$ cat config.mk
export PLATFORM = sky130hd
export DESIGN_NAME = modular_exponentiation
export DESIGN_NICKNAME = d
export VERILOG_FILES = /design/src/hdl/mexp_pkg.sv /design/src/hdl/mexp_mulmod.sv /design/src/hdl/mexp_seq.sv /design/src/hdl/modular_exponentiation.sv
export SDC_FILE = /design/constraint.sdc
export NUM_CORES = 1
export LEC_CHECK = 0
export BUFFER_PORTS_ARGS = -buffer_cell sky130_fd_sc_hd__buf_4
export CORE_ASPECT_RATIO = 0.6
export CORE_UTILIZATION = 44
export CTS_CLUSTER_DIAMETER = 150
export CTS_CLUSTER_SIZE = 28
export DETAILED_ROUTE_END_ITERATION = 10
export SYNTH_ARGS = -nofsm -noshare
export SYNTH_HDL_FRONTEND = slang
export SYNTH_SLANG_ARGS = --single-unit
export TNS_END_PERCENT = 1
$ cat constraint.sdc
create_clock -name clk -period 9.6 [get_ports clk]
set_clock_uncertainty 0.15 [all_clocks]
set_input_delay 0.48 -clock clk [delete_from_list [all_inputs] [get_ports clk]]
set_output_delay 0.48 -clock clk [all_outputs]
set_load 0.005 [all_outputs]
$ cat src/hdl/mexp_pkg.sv
`default_nettype none
package mexp_pkg;

  localparam int DATA_W    = 32;
  localparam int CFG_IDX_W = 1;
  localparam int PC_W      = 3;

  localparam logic [CFG_IDX_W-1:0] REG_MODULUS  = 1'b0;
  localparam logic [CFG_IDX_W-1:0] REG_EXPONENT = 1'b1;

  typedef logic [PC_W-1:0] pc_t;

  localparam pc_t PC_WAIT   = 3'd0;
  localparam pc_t PC_CHECK  = 3'd1;
  localparam pc_t PC_REDUCE = 3'd2;
  localparam pc_t PC_TEST   = 3'd3;
  localparam pc_t PC_MUL    = 3'd4;
  localparam pc_t PC_SQR    = 3'd5;
  localparam pc_t PC_NEXT   = 3'd6;
  localparam pc_t PC_EMIT   = 3'd7;

  typedef enum logic [1:0] {
    SEL_REDUCE,
    SEL_ACC,
    SEL_SQR
  } sel_t;

  typedef enum logic [2:0] {
    COND_NEVER,
    COND_ALWAYS,
    COND_NO_INPUT,
    COND_BAD,
    COND_EBIT_ZERO,
    COND_MORE_BITS,
    COND_OUT_BUSY
  } cond_t;

  typedef struct packed {
    logic  accept;
    logic  mul;
    sel_t  mul_sel;
    logic  shift;
    logic  emit;
    cond_t cond;
    pc_t   target;
  } uword_t;

  typedef struct packed {
    logic in_valid;
    logic bad;
    logic ebit_zero;
    logic more_bits;
    logic out_busy;
    logic mul_done;
  } mexp_stat_t;

  typedef struct packed {
    logic ready;
    logic mul_start;
    sel_t mul_sel;
    logic shift;
    logic emit;
  } mexp_ctrl_t;

  // Control store. The loop from PC_TEST to PC_NEXT runs once per exponent bit.
  function automatic uword_t ucode(input pc_t pc);
    uword_t w;
    w = '{accept: 1'b0, mul: 1'b0, mul_sel: SEL_REDUCE, shift: 1'b0, emit: 1'b0,
          cond: COND_NEVER, target: PC_WAIT};
    unique case (pc)
      PC_WAIT: begin
        w.accept = 1'b1;
        w.cond   = COND_NO_INPUT;
        w.target = PC_WAIT;
      end
      PC_CHECK: begin
        w.cond   = COND_BAD;
        w.target = PC_EMIT;
      end
      PC_REDUCE: begin
        w.mul     = 1'b1;
        w.mul_sel = SEL_REDUCE;
      end
      PC_TEST: begin
        w.cond   = COND_EBIT_ZERO;
        w.target = PC_SQR;
      end
      PC_MUL: begin
        w.mul     = 1'b1;
        w.mul_sel = SEL_ACC;
      end
      PC_SQR: begin
        w.mul     = 1'b1;
        w.mul_sel = SEL_SQR;
      end
      PC_NEXT: begin
        w.shift  = 1'b1;
        w.cond   = COND_MORE_BITS;
        w.target = PC_TEST;
      end
      PC_EMIT: begin
        w.emit   = 1'b1;
        w.cond   = COND_OUT_BUSY;
        w.target = PC_EMIT;
      end
      default: begin
        w.cond   = COND_ALWAYS;
        w.target = PC_WAIT;
      end
    endcase
    return w;
  endfunction

endpackage
`default_nettype wire

$ cat src/hdl/mexp_mulmod.sv
`default_nettype none
module mexp_mulmod #(
  parameter int W = 32
) (
  input  wire logic         clk,
  input  wire logic         rst_n,
  input  wire logic         start,
  input  wire logic [W-1:0] a,
  input  wire logic [W-1:0] b,
  input  wire logic [W-1:0] m,
  output logic              done,
  output logic [W-1:0]      result
);
  localparam int CW = $clog2(W + 1);

  logic          busy_r, busy_nxt;
  logic          done_r, done_nxt;
  logic [CW-1:0] cnt_r, cnt_nxt;
  logic [W-1:0]  a_r, a_nxt;
  logic [W-1:0]  r_r, r_nxt;
  logic [W+1:0]  t;
  logic [W+2:0]  d1, d2;
  logic [W-1:0]  r_step;

  // One multiplier bit per cycle, MSB first: r = (2r + bit*b) mod m.
  // With r < m and b <= m the sum stays below 3m.
  always_comb begin
    t  = {1'b0, r_r, 1'b0} + (a_r[W-1] ? {2'b00, b} : '0);
    d1 = {1'b0, t} - {3'b000, m};
    d2 = {1'b0, t} - {2'b00, m, 1'b0};
    if (!d2[W+2]) begin
      r_step = d2[W-1:0];
    end else if (!d1[W+2]) begin
      r_step = d1[W-1:0];
    end else begin
      r_step = t[W-1:0];
    end
  end

  always_comb begin
    busy_nxt = busy_r;
    done_nxt = 1'b0;
    cnt_nxt  = cnt_r;
    a_nxt    = a_r;
    r_nxt    = r_r;
    if (start) begin
      busy_nxt = 1'b1;
      cnt_nxt  = CW'(W);
      a_nxt    = a;
      r_nxt    = '0;
    end else if (busy_r) begin
      r_nxt   = r_step;
      a_nxt   = {a_r[W-2:0], 1'b0};
      cnt_nxt = cnt_r - 1'b1;
      if (cnt_r == CW'(1)) begin
        busy_nxt = 1'b0;
        done_nxt = 1'b1;
      end
    end
  end

  always_ff @(posedge clk) begin
    if (!rst_n) begin
      busy_r <= 1'b0;
      done_r <= 1'b0;
      cnt_r  <= '0;
    end else begin
      busy_r <= busy_nxt;
      done_r <= done_nxt;
      cnt_r  <= cnt_nxt;
    end
    a_r <= a_nxt;
    r_r <= r_nxt;
  end

  assign done   = done_r;
  assign result = r_r;

  a_start_idle: assert property (@(posedge clk) disable iff (!rst_n)
    start |-> !busy_r && !done_r)
    else $error("multiplier started while an operation was in flight");
  a_fell_done: assert property (@(posedge clk) disable iff (!rst_n)
    $fell(busy_r) |-> done_r)
    else $error("multiplier went idle without signaling completion");
  a_done_after_busy: assert property (@(posedge clk) disable iff (!rst_n)
    done_r |-> $past(busy_r))
    else $error("completion without a running operation");

endmodule
`default_nettype wire

$ cat src/hdl/mexp_seq.sv
`default_nettype none
module mexp_seq (
  input  wire logic                  clk,
  input  wire logic                  rst_n,
  input  wire mexp_pkg::mexp_stat_t  stat,
  output mexp_pkg::mexp_ctrl_t       ctrl
);
  import mexp_pkg::*;

  pc_t    pc_r, pc_nxt;
  logic   issued_r, issued_nxt;
  uword_t w;
  logic   take;
  logic   advance;

  always_comb begin
    w = ucode(pc_r);
    case (w.cond)
      COND_NEVER:     take = 1'b0;
      COND_ALWAYS:    take = 1'b1;
      COND_NO_INPUT:  take = !stat.in_valid;
      COND_BAD:       take = stat.bad;
      COND_EBIT_ZERO: take = stat.ebit_zero;
      COND_MORE_BITS: take = stat.more_bits;
      COND_OUT_BUSY:  take = stat.out_busy;
      default:        take = 1'b0;
    endcase
    advance = !w.mul || stat.mul_done;

    if (take) begin
      pc_nxt = w.target;
    end else if (advance) begin
      pc_nxt = pc_r + 1'b1;
    end else begin
      pc_nxt = pc_r;
    end

    ctrl.ready     = w.accept;
    ctrl.mul_start = w.mul && !issued_r;
    ctrl.mul_sel   = w.mul_sel;
    ctrl.shift     = w.shift;
    ctrl.emit      = w.emit && !stat.out_busy;

    if (ctrl.mul_start) begin
      issued_nxt = 1'b1;
    end else if (stat.mul_done) begin
      issued_nxt = 1'b0;
    end else begin
      issued_nxt = issued_r;
    end
  end

  always_ff @(posedge clk) begin
    if (!rst_n) begin
      pc_r     <= PC_WAIT;
      issued_r <= 1'b0;
    end else begin
      pc_r     <= pc_nxt;
      issued_r <= issued_nxt;
    end
  end

endmodule
`default_nettype wire

$ cat src/hdl/modular_exponentiation.sv
`default_nettype none
// Each transaction runs on the shared modular multiplier: one product to reduce the message,
// one square per exponent bit and one more product per set bit; a zero modulus skips them all.
// One transaction is in flight; the next is taken while a result waits at the output.
// Reset (rst_n low, synchronous) sets modulus and exponent to 1 and empties the block.
module modular_exponentiation #(
  parameter int OPERAND_WIDTH = 32
) (
  input  wire logic                            clk,
  input  wire logic                            rst_n,
  input  wire logic                            cfg_we,
  input  wire logic [mexp_pkg::CFG_IDX_W-1:0]  cfg_index,
  input  wire logic [mexp_pkg::DATA_W-1:0]     cfg_wdata,
  input  wire logic                            in_tvalid,
  output logic                                 in_tready,
  input  wire logic [mexp_pkg::DATA_W-1:0]     in_tdata,   // [31:0] message
  output logic                                 out_tvalid,
  input  wire logic                            out_tready,
  output logic [mexp_pkg::DATA_W-1:0]          out_tdata,  // [31:0] power
  output logic                                 out_tuser   // [0] bad_modulus
);
  import mexp_pkg::*;

  localparam int W  = OPERAND_WIDTH;
  localparam int CW = $clog2(W + 1);

  logic [DATA_W-1:0] modulus_r, exponent_r;
  logic [W-1:0]      base_r, acc_r, exp_r;
  logic [CW-1:0]     bit_cnt_r;
  logic              bad_r;
  logic              out_valid_r;
  logic [DATA_W-1:0] out_power_r;
  logic              out_bad_r;

  mexp_stat_t stat;
  mexp_ctrl_t ctrl;

  logic [W-1:0] m_w;
  logic         bad_w;
  logic         accept;
  logic         out_busy;
  logic [W-1:0] mul_a, mul_b, mul_res;
  logic         mul_done;

  assign m_w      = modulus_r[W-1:0];
  assign bad_w    = (m_w == '0);
  assign accept   = in_tvalid && ctrl.ready;
  assign out_busy = out_valid_r && !out_tready;

  always_comb begin
    stat.in_valid  = in_tvalid;
    stat.bad       = bad_r;
    stat.ebit_zero = !exp_r[0];
    stat.more_bits = (bit_cnt_r != CW'(1));
    stat.out_busy  = out_busy;
    stat.mul_done  = mul_done;
  end

  always_comb begin
    case (ctrl.mul_sel)
      SEL_ACC: begin
        mul_a = acc_r;
        mul_b = base_r;
      end
      SEL_SQR: begin
        mul_a = base_r;
        mul_b = base_r;
      end
      default: begin
        mul_a = base_r;
        mul_b = W'(1);
      end
    endcase
  end

  mexp_seq u_seq (
    .clk   (clk),
    .rst_n (rst_n),
    .stat  (stat),
    .ctrl  (ctrl)
  );

  mexp_mulmod #(.W(W)) u_mulmod (
    .clk    (clk),
    .rst_n  (rst_n),
    .start  (ctrl.mul_start),
    .a      (mul_a),
    .b      (mul_b),
    .m      (m_w),
    .done   (mul_done),
    .result (mul_res)
  );

  always_ff @(posedge clk) begin
    if (!rst_n) begin
      modulus_r  <= DATA_W'(1);
      exponent_r <= DATA_W'(1);
    end else if (cfg_we) begin
      unique case (cfg_index)
        REG_MODULUS:  modulus_r  <= cfg_wdata;
        REG_EXPONENT: exponent_r <= cfg_wdata;
        default: ;
      endcase
    end
  end

  always_ff @(posedge clk) begin
    if (accept) begin
      base_r    <= in_tdata[W-1:0];
      acc_r     <= bad_w ? '0 : W'(1);
      exp_r     <= exponent_r[W-1:0];
      bit_cnt_r <= CW'(W);
      bad_r     <= bad_w;
    end else begin
      if (mul_done) begin
        case (ctrl.mul_sel) inside
          SEL_REDUCE, SEL_SQR: base_r <= mul_res;
          default:             acc_r  <= mul_res;
        endcase
      end
      if (ctrl.shift) begin
        exp_r     <= exp_r >> 1;
        bit_cnt_r <= bit_cnt_r - 1'b1;
      end
    end
  end

  always_ff @(posedge clk) begin
    if (!rst_n) begin
      out_valid_r <= 1'b0;
    end else if (ctrl.emit) begin
      out_valid_r <= 1'b1;
    end else if (out_tready) begin
      out_valid_r <= 1'b0;
    end
    if (ctrl.emit) begin
      out_power_r <= DATA_W'(acc_r);
      out_bad_r   <= bad_r;
    end
  end

  assign in_tready  = ctrl.ready;
  assign out_tvalid = out_valid_r;
  assign out_tdata  = out_power_r;
  assign out_tuser  = out_bad_r;

endmodule
`default_nettype wire
# == Yosys cells after proc, flatten, opt, wreduce, memory -nomap -nowiden ==
# Index checks and enable logic that the tools add are counted.
# word_totals
n_memories,0
latch_bits,0
rom_bits,0
in_bits,70
wordCells,108
ram_bits,0
register_bits,277
# classes
mux,34
shift,0
bitwise,3
n_eq_ne,18
order_cmp,0
n_reduce_logical,29
addsub,6
mul,0
div_mod_pow,0
# ops
cell,count
$mux 32,15
$sub 34x32->35,1
$sub 34x33->35,1
$add 33x34->34,1
$logic_not 32->1,1
$pmux 6 s5,1
$eq 3x3->1 const B,7
$reduce_bool 2->1,7
$eq 3x2->1 const B,4
$mux 1,12
$mux 6,2
$sub 6x1->6 const B,2
$pmux 3 s3,1
$reduce_and 2->1,4
$eq 3x1->1 const B,2
$eq 6x1->1 const B,1
$logic_not 1->1,6
$mux 3,2
$ne 6x1->1 const B,1
$pmux 1 s6,1
$reduce_or 2->1,3
$logic_and 1x1->1,4
$add 3x1->3 const B,1
$logic_not 3->1,1
7 further kinds,9

# == Logic depth before layout (Yosys ltp) ==
# logic_depth
ltp_word,10
ltp_mapped,30

# == Cells and area by module ==
# From an unflattened synthesis, not the netlist that was laid out.
# hier_totals
cells_unflattened,1782
hier_area_um2,17142.7
# modules_own_cells
mod,cells_each,area_each_um2,seq_area_each_um2,n_inst
mexp_mulmod,1003,8446.9,1761.7,1
modular_exponentiation,714,8151.6,5325.1,1
mexp_seq,65,544.3,80.1,1

# == Worst setup path before layout ==
# No wires, ideal clock.
# synth_path
path_type,register to register
from,register u_seq.pc_r[0]
to,"register u_mulmod.r_r[3], in the netlist u_mulmod.result[3]"
path_slack_ns,3.377
path_stages_with_launch,30
required_ns,9.326
n_path_buf,3
arrival_ns,5.949
cell_sequence,dfxtp_1 > inv_1 > ha_1 > and2_1 > ha_1 > nor2b_1 > clkbuf_1 > and2_1 > ha_1 > a21o_1 > or3b_1 > o221a_4 > a211oi_1 > o21ai_0 > a21o_1 > a21o_1 > xnor2_1 > inv_1 > ha_1 > clkbuf_1 > a21o_1 > a21o_1 > a21o_1 > a2bb2oi_1 > a21oi_1 > o311ai_2 > nand3_2 > buf_4 > nor3_1 > o31ai_2
# synth_between
elab_chain_len,10
# synth_rtl
element,line_no,rtl
"start, declared",mexp_seq.sv:10,"pc_t pc_r, pc_nxt;"
"start signal, assigned",mexp_seq.sv:58,pc_r <= pc_nxt;
$eq 3x3->1 or $eq 3x2->1 (tied branches),mexp_pkg.sv:70,unique case (pc)
$pmux 3 s3 *,mexp_pkg.sv:70,
$eq 2x2->1 or $eq 2x1->1 (tied branches),modular_exponentiation.sv:60,case (ctrl.mul_sel)
$reduce_or 2->1 (no line),n/a,
$mux 32,modular_exponentiation.sv:60,
$mux 32,mexp_mulmod.sv:28,"t = {1'b0, r_r, 1'b0} + (a_r[W-1] ? {2'b00, b} : '0);"
$add 33x34->34,mexp_mulmod.sv:28,
$sub 34x32->35,mexp_mulmod.sv:29,"d1 = {1'b0, t} - {3'b000, m};"
$mux 32,mexp_mulmod.sv:33,end else if (!d1[W+2]) begin
$mux 32,mexp_mulmod.sv:31,if (!d2[W+2]) begin
"end signal, assigned",mexp_mulmod.sv:73,r_r <= r_nxt;
"end, declared",mexp_mulmod.sv:20,"logic [W-1:0] r_r, r_nxt;"
# Every way passes the cells marked *; elsewhere a longest branch is shown, timed or not.
# A chain may end at the register's enable or synchronous reset.

# == Final worst setup path ==
# layout_path
from,register u_seq.pc_r[0]
to,"register u_mulmod.r_r[23], in the netlist u_mulmod.result[23]"
# Same word-level chain as after synthesis.

==> impl_metrics.toml <==
[final_layout]
n_antenna_cell = 0
final_util_pct = 49.1
layout.cells.non_filler = 2434
nets = 2095
area_growth_pct = 9.31
final_layout_size_suffix_gt1_share_pct = 8.90
fill_cells = 3640
final_cell_area_um2 = 18600

[synthesis]
synthFlopType = "edfxtp_1"
synth_edf_count = 162
synthTopCellsByCount = "nand2_1, edfxtp_1, dfxtp_1"
syn_avg_cell_area_um2 = 9.14
synth.most_common_cell = "nand2_1"
syn_nets = 2041
async_flop_share_pct = 0
ys_seq_area_share_pct = 42.1
synth_cells = 1861
ys_seq_elements = 277
syn_area_um2 = 17000
yosysTopAreaCellShare_pct = 28.6
yosysWarningCount = 0
synth_top_cell_by_area = "edfxtp_1"
synth.distinct_cells = 85
yosys-top-cells-area = "edfxtp_1, dfxtp_1, ha_1"

[min_path]
hold_class = "input port to flop"

[critical_path]
crit_top_cell = "a21o_1"
cp_top_family = "compound AO/OA/AOI/OAI gates"
crit_buf_inv = 4
required_ns = 9.87
end_kind = "flop"
cp.arrival_ns = 8.17
path_max_fanout = 31
critical_path.max_stage_delay_ns = 0.75
crit_path_start_kind = "flop"
path_class = "flop to flop"
slowest_stage = "o311ai_2"

[sta]
final-hold-violation-count = 0
rsz0062_at_grt = "no"
final.min_clock_period_ns = 7.90
hold_ws_ns = 0.0537
fmax_mhz = 127
setup_slack_ns = 1.70
setup_tns_ns = 0
setup_viol = 0
tightest_slew_ns = 1.24
slew_viol_final = 0
timing.max_slew.rel_slack_pct = 17.5
fin_crit_sh_pct = 82.3

[clock_tree]
cts_buffers = 13
cts_buffer_depth = 3
cts_tree = "done"
numClockSinks = 277
cts_hold_buf = 0
post_cts_resized = 0
clockRootBuffer = "clkbuf_16"
cts_max_level = 1
clk_pin_slew_ns = 0.12
worstSkewPairLatency_ns = 0.51
cts_setup_buffers = 0

[grt]
grt_max_degree = 73
grt_usage_pct = 23.4
grt_pass1_wl_mm = 74.2
globalRouteOverflowTotal = 0
grt_pass1_vias = 13115
grt_antenna_before_repair = 1

[place]
hpwl_mm = 35.8
dp_slack_ns = 1.86
portBuffers = 104
place_congestion = 0.929
placed_cells = 2413
placed_area_um2 = 18200

[floorplanning]
die_w_um = 256
fp.dieArea_um2 = 39500
ios = 105
start_util_pct = 44.9
core_um2 = 37900
rows = 55
die_y_um = 154

[drt]
drtPass1Iterations = 5
drt_wl_total_mm = 46.6
ant_nets = 0
via_count = 13912
vias_per_cell = 5.72
wl_per_cell_um = 19.2
drc_errors = 0
drt-initial-drc-count = 1326

[run]
maxCapViolations = 0

[pwr]
p_per_area_nw_per_um2 = 359
peakVddDrop_v = 0.000171
power_mw = 6.69
p_leak_nw = 7.58

[run_status]
status = "finished clean"
==> flip-flops by register name, summed over array words and instances (netlist names) <==
signal           count
bit_cnt_r            6
u_mulmod.cnt_r       6
u_mulmod.a_r        32
exponent_r          32
out_tuser            1
u_mulmod.busy_r      1
u_mulmod.done        1
base_r              32
bad_r                1
out_tvalid           1
m_w                 32
u_seq.issued_r       1
acc_r               32
u_seq.pc_r           3
exp_r               32
u_mulmod.result     32
out_tdata           32
==> power breakdown <==
part	switching (mW)	leakage [nW]	internal, mW	total, mW
combinational	2.56	4.93	1.50	4.07
clock	0.384	0.172	0.259	0.643
sequential	0.200	2.48	1.77	1.97
==> routing by layer <==
metal / vias to the layer above / share of wire (%) / GRT usage (%)
met4: 0 / 1.3 / 3.34
met3: 35 / 6.3 / 4.39
li1: 6825 / - / -
met5: - / 0 / 0
met2: 357 / 42 / 35.0
met1: 6695 / 51 / 35.5
==> cells in the final DEF, fill, tap and decap left out, drive strengths merged, types with 5 or more instances in the layout <==
| cell type | count |
|---|---|
| o21ai | 110 |
| xnor2 | 46 |
| and3 | 5 |
| nor4 | 14 |
| a211o | 6 |
| nand3 | 32 |
| nor2 | 93 |
| a211oi | 20 |
| nand4 | 20 |
| buf | 121 |
| or2 | 5 |
| nor3 | 24 |
| a21o | 75 |
| a21oi | 102 |
| a22oi | 5 |
| inv | 77 |
| nand2b | 13 |
| ha | 107 |
| dfxtp | 115 |
| or3 | 10 |
| o211ai | 18 |
| o31ai | 13 |
| o21bai | 12 |
| o22ai | 14 |
| and2 | 68 |
| edfxtp | 162 |
| nand2 | 336 |
| clkbuf | 20 |
| nor2b | 17 |
| mux2i | 48 |
| xor2 | 30 |
| a21boi | 70 |
| o32ai | 5 |
| o21a | 11 |
| a31oi | 30 |
==> worst paths after layout <==
kind | startpoint | endpoint | slack (ns) | cells past startpoint
setup reg to reg | u_seq.pc_r[0]$_SDFFE_PN0P_ | u_mulmod.result[23]$_SDFFE_PP0P_ | 1.70 | 29
hold reg to reg | acc_r[22]$_SDFFCE_PP0P_ | out_tdata[22]$_DFFE_PP_ | 0.31 | 0
hold / removal | cfg_wdata[0] | exponent_r[0]$_SDFFE_PN1P_ | 0.05 | 3
setup / recovery | u_seq.pc_r[0]$_SDFFE_PN0P_ | u_mulmod.result[23]$_SDFFE_PP0P_ | 1.70 | 29
==> logic make-up (layout without fill, tap and decap cells) <==
| kind of cell | Yosys count | count (layout) | synth area share [%] |
|---|---|---|---|
| mux | 50 | 50 | 2.96 |
| xor+xnor | 76 | 76 | 4.02 |
| flops | 277 | 277 | 42.1 |
| buf+inv | 159 | 219 | 3.67 |
| compound gates | 536 | 536 | 21.4 |
| fa+ha+maj | 110 | 110 | 8.22 |
| simple gates | 653 | 653 | 17.6 |
==> layout make-up <==
class / instances / area (um2) / area share, %
Inverter: 77 / 289 / 1.55
Clock buffer: 20 / 352 / 1.89
Multi-Input combinational cell: 1425 / 9240 / 49.7
Timing Repair Buffer: 121 / 908 / 4.88
Tap cell: 513 / 642 / 3.45
Sequential cell: 277 / 7170 / 38.5
Clock inverter: 1 / 5.00 / 0.0269
==> worst reg2reg max path, delay by kind of cell (launching register included) <==
| family | cells | cell delay [ns] |
|---|---|---|
| xor+xnor | 1 | 0.14 |
| simple gates | 5 | 1.43 |
| compound gates | 13 | 3.28 |
| fa+ha+maj | 5 | 1.51 |
| mux | 1 | 0.30 |
| flops | 1 | 0.42 |
| buf+inv | 4 | 0.57 |
Note: power is estimated with default switching activity, not from simulation.
